<file path="src/rtl/core/sv39ptu_pkg.sv">
// ----------------------------------------------------------------------------
// sv39ptu_pkg - shared types and constants
// codes, entry layout constants and sequencer states of the page table updater
// ----------------------------------------------------------------------------
package sv39ptu_pkg;

  localparam int IDX_W     = 9;
  localparam int PPN_W     = 44;
  localparam int VPN_W     = 27;
  localparam int ENTRY_W   = 64;
  localparam int COUNT_W   = 7;
  localparam int RESULT_MAX = 64;
  localparam int FREE_W    = 9;

  typedef enum logic [1:0] {
    CMD_MAP     = 2'd0,
    CMD_UNMAP   = 2'd1,
    CMD_PROTECT = 2'd2,
    CMD_QUERY   = 2'd3
  } cmd_t;

  typedef enum logic [1:0] {
    ST_OK        = 2'd0,
    ST_NOT_MAPPED = 2'd1,
    ST_EXHAUSTED = 2'd2
  } status_t;

  typedef enum logic [2:0] {
    S_CLEAR,
    S_IDLE,
    S_READ,
    S_EVAL,
    S_ALLOC,
    S_LINK,
    S_FINISH
  } state_t;

endpackage

</file>
<file path="src/rtl/core/sv39ptu_ppn_unit.sv">
// ----------------------------------------------------------------------------
// sv39ptu_ppn_unit - shared page number adder
// subtracts for pointer to slot translation, adds for slot to pointer
// ----------------------------------------------------------------------------
module sv39ptu_ppn_unit #(
  parameter int TABLE_PAGES = 16
) (
  input  logic [sv39ptu_pkg::PPN_W-1:0] a,
  input  logic [sv39ptu_pkg::PPN_W-1:0] b,
  input  logic                          sub,
  output logic [sv39ptu_pkg::PPN_W-1:0] res,
  output logic                          in_store
);
  import sv39ptu_pkg::*;

  always_comb begin
    if (sub) begin
      res = a - b;
    end else begin
      res = a + b;
    end
    // slot number must name a page of the store
    in_store = (res < PPN_W'(TABLE_PAGES));
  end

endmodule

</file>
<file path="config.mk">
export PLATFORM = sky130hd
export DESIGN_NAME = sv39ptu_ppn_unit
export DESIGN_NICKNAME = d
export VERILOG_FILES = /design/src/rtl/core/sv39ptu_pkg.sv /design/src/rtl/core/sv39ptu_ppn_unit.sv
export SDC_FILE = /design/constraint.sdc
export NUM_CORES = 1
export LEC_CHECK = 0
export ABC_AREA = 1
export BUFFER_PORTS_ARGS = -buffer_cell sky130_fd_sc_hd__buf_2
export CAP_MARGIN = 20
export CORE_MARGIN = 2
export CORE_UTILIZATION = 30
export DETAILED_ROUTE_END_ITERATION = 8
export PLACE_DENSITY = 0.62
export SLEW_MARGIN = 40
export SYNTH_ARGS = -nofsm -noshare
export SYNTH_HDL_FRONTEND = slang
export SYNTH_SLANG_ARGS = --single-unit
</file>
<file path="constraint.sdc">
create_clock -name vclk -period 5.3
set_input_delay 1.06 -clock vclk [all_inputs]
set_output_delay 1.06 -clock vclk [all_outputs]
set_load 0.02 [all_outputs]
</file>
==> impl_metrics.py <==
metrics = {
    "timing": {
        "fmax_mhz": 185,
        "worst_pin_slew_ns": 0.356,
        "post-route-min-period_ns": 5.40,
        "maxSlewHeadroom": 0.760,
        "final_hold_viol_count": 0,
        "finalSetupViolCount": 3,
        "holdWs_ns": 2.49,
        "finalCritPeriodShare": 1.02,
        "drv_slew": 0,
        "rsz0062_at_grt": "yes",
        "worst_slack_ns": -0.0978,
    },
    "setup_path": {
        "max_stage_delay_ns": 0.36,
        "path_max_fanout": 4,
        "worstSetupStartpointType": "input port",
        "cp-end-kind": "primary output",
        "cp.arrival_ns": 4.34,
        "slowest_stage": "ha_1",
        "worstPathCellList": "buf_4 -> nor2_2 -> nand3_2 -> nor2_4 -> nand2_4 -> nor3b_4 -> nand2_2 -> nand2_1 -> xnor2_1 -> inv_1 -> ha_1 -> a21oi_1 -> o21ai_0 -> a21oi_1 -> nand2_2 -> nand2_1 -> nand2_1 -> nor2_1 -> nand3_2 -> nor2_4 -> nand3_2 -> nor2_1 -> buf_4",
        "path_buf_inv": 3,
        "worst_ep_required_time_ns": 4.24,
        "worstSetupPathType": "in -> out",
        "cpLargestDelayFamily": "simple AND/OR/NAND/NOR gates",
    },
    "power": {
        "power_density_mw_per_mm2": 174,
        "p_sw_w": 0.000784,
        "power_switching_share": 0.585,
        "ir_worst_vdd_mv": 0.0807,
        "pwr-share-clk": 0,
        "power_frac_comb": 1.000,
        "p_leak_nw": 4.35,
        "power_frac_seq": 0,
        "p_int_w": 0.000556,
    },
    "drt": {
        "vias": 6848,
        "drc": 0,
        "totalWireLength_um": 19500,
        "postRouteAntennaNets": 0,
        "vias_per_cell": 4.62,
        "drt-initial-drc-count": 371,
        "firstDrtPassIters": 5,
        "wire_per_inst_um": 13.1,
    },
    "synthesis": {
        "synthCells": 994,
        "synth-adder-area-share": 0.116,
        "synthSimpleGateAreaFrac": 0.542,
        "synth_compound_area_frac": 0.103,
        "synth_area_mm2": 0.00491,
        "yosys-mux-area-fraction": 0,
        "yosys_warnings": 0,
        "avgSynthCellArea_um2": 4.94,
        "ys_seq_area_frac": 0,
        "ys_types": 41,
        "synth_top_family_by_area": "simple AND/OR/NAND/NOR gates",
        "synth_xor_area_frac": 0.0820,
        "syn-num-nets": 1128,
    },
    "global_route": {
        "grt_pass1_vias": 6305,
        "grt_pass1_wl_um": 30300,
        "grt_max_degree": 29,
        "grt-ovfl-total": 0,
        "antenna_found_initial": 1,
        "grt_usage": 0.209,
    },
    "outcome": {
        "violations": "setup timing",
        "status": "complete, but fails checks",
    },
    "final_layout": {
        "regArea_um2": 0,
        "drive_above_1_share": 0.363,
        "syn_to_final_growth_pct": 56.8,
        "final_cell_mix": "nand2_1, inv_1, buf_4",
        "numSequentialCells": 0,
        "nClkBuffers": 0,
        "final_common_cell": "nand2_1",
        "final_nets": 1402,
    },
    "floorplanning": {
        "ioPinCount": 134,
        "die_h_um": 132,
        "core_area_mm2": 0.0159,
        "rows": 46,
        "die_x_um": 132,
        "start_util": 0.308,
        "dieArea_mm2": 0.0174,
    },
    "placement": {
        "gp_congestion": 0.939,
        "placement.io_buffers": 134,
        "dp_hpwl_um": 17100,
        "place_ws_ns": -0.344,
    },
    "clocking": {
        "hold_buffers": 0,
    },
    "flow_run": {
        "maxCapViolCount": 0,
    },
    "worst_hold_path": {
        "hold_class": "in -> out",
    },
}
-- power by group through the flow --
stage	Combinational [W]	Clock [W]	Sequential, W
after floorplan	0.000678	0	0
after global placement	0.00116	0	0
after detailed placement	0.00117	0	0
after CTS	0.00121	0	0
after global routing	0.00147	0.0000000000252	0
final	0.00134	0.0000000000253	0
-- metrics by stage --
step,setup TNS (ns),total power [W],utilization,instance area [um^2],instances
2_1_floorplan,0,0.000678,-,4910,994
3_3_place_gp,-0.537,0.00116,0.430,6860,1473
3_5_place_dp,-0.667,0.00117,0.430,6860,1473
4_1_cts,-0.0781,0.00121,0.443,7060,1475
5_1_grt,-1.63,0.00147,0.483,7700,1483
6_report,-0.128,0.00134,0.483,7700,1483
-- worst min-delay path, cell delays in order --
cell and delay, ns:
buf_8 0.08, ha_1 0.11, inv_1 0.03, buf_2 0.15
-- cell type report --
cell class         count  area (um^2)
diodes                 1         2.50
fillers             1714         8240
inverters            201          767
multi-input cells    789         4820
well taps            216          270
repair buffers       276         1840
-- per-layer routing --
layer / routed length [um] / GRT usage / part of all wire
met3: 1020 / 0.00692 / 0.052
met1: 9130 / 0.300 / 0.47
met2: 9000 / 0.355 / 0.46
met4: 310 / 0.0320 / 0.016
met5: 0 / 0 / 0
-- synthesized netlist by cell type, drive strengths merged (3+ instances only) --
master,instances,area (um^2)
nand2,351,1380
inv,199,747
nor2,131,534
nand3,67,350
a21oi,47,239
ha,44,551
xor2,34,298
o21ai,24,128
nand3b,15,113
nand4,15,93.8
nor3,15,80.1
xnor2,12,105
nor4,6,37.5
a21o,5,37.5
or2,4,27.5
o21a,3,23.8
o21bai,3,22.5
o31ai,3,27.5
-- cells by family after synthesis --
kind of cell	count (synthesis)
AND/OR/NAND/NOR	609
adder cells (fa/ha/maj)	45
buffers and inverters	205
AO/OA/AOI/OAI	89
XOR/XNOR	46
-- path summary, 6_finish.rpt --
check	startpoint	end	slack [ns]	depth (start not counted)
max	b[6]	in_store	-0.1	23
min	b[0]	res[0]	2.49	4
-- timing repair --
action                     in CTS  in global routing
buffers inserted                2                  7
setup endpoints to repair       8                 23
gates resized for setup        52                164
pin swaps                      17                 64
(Power assumes the default switching activity.)
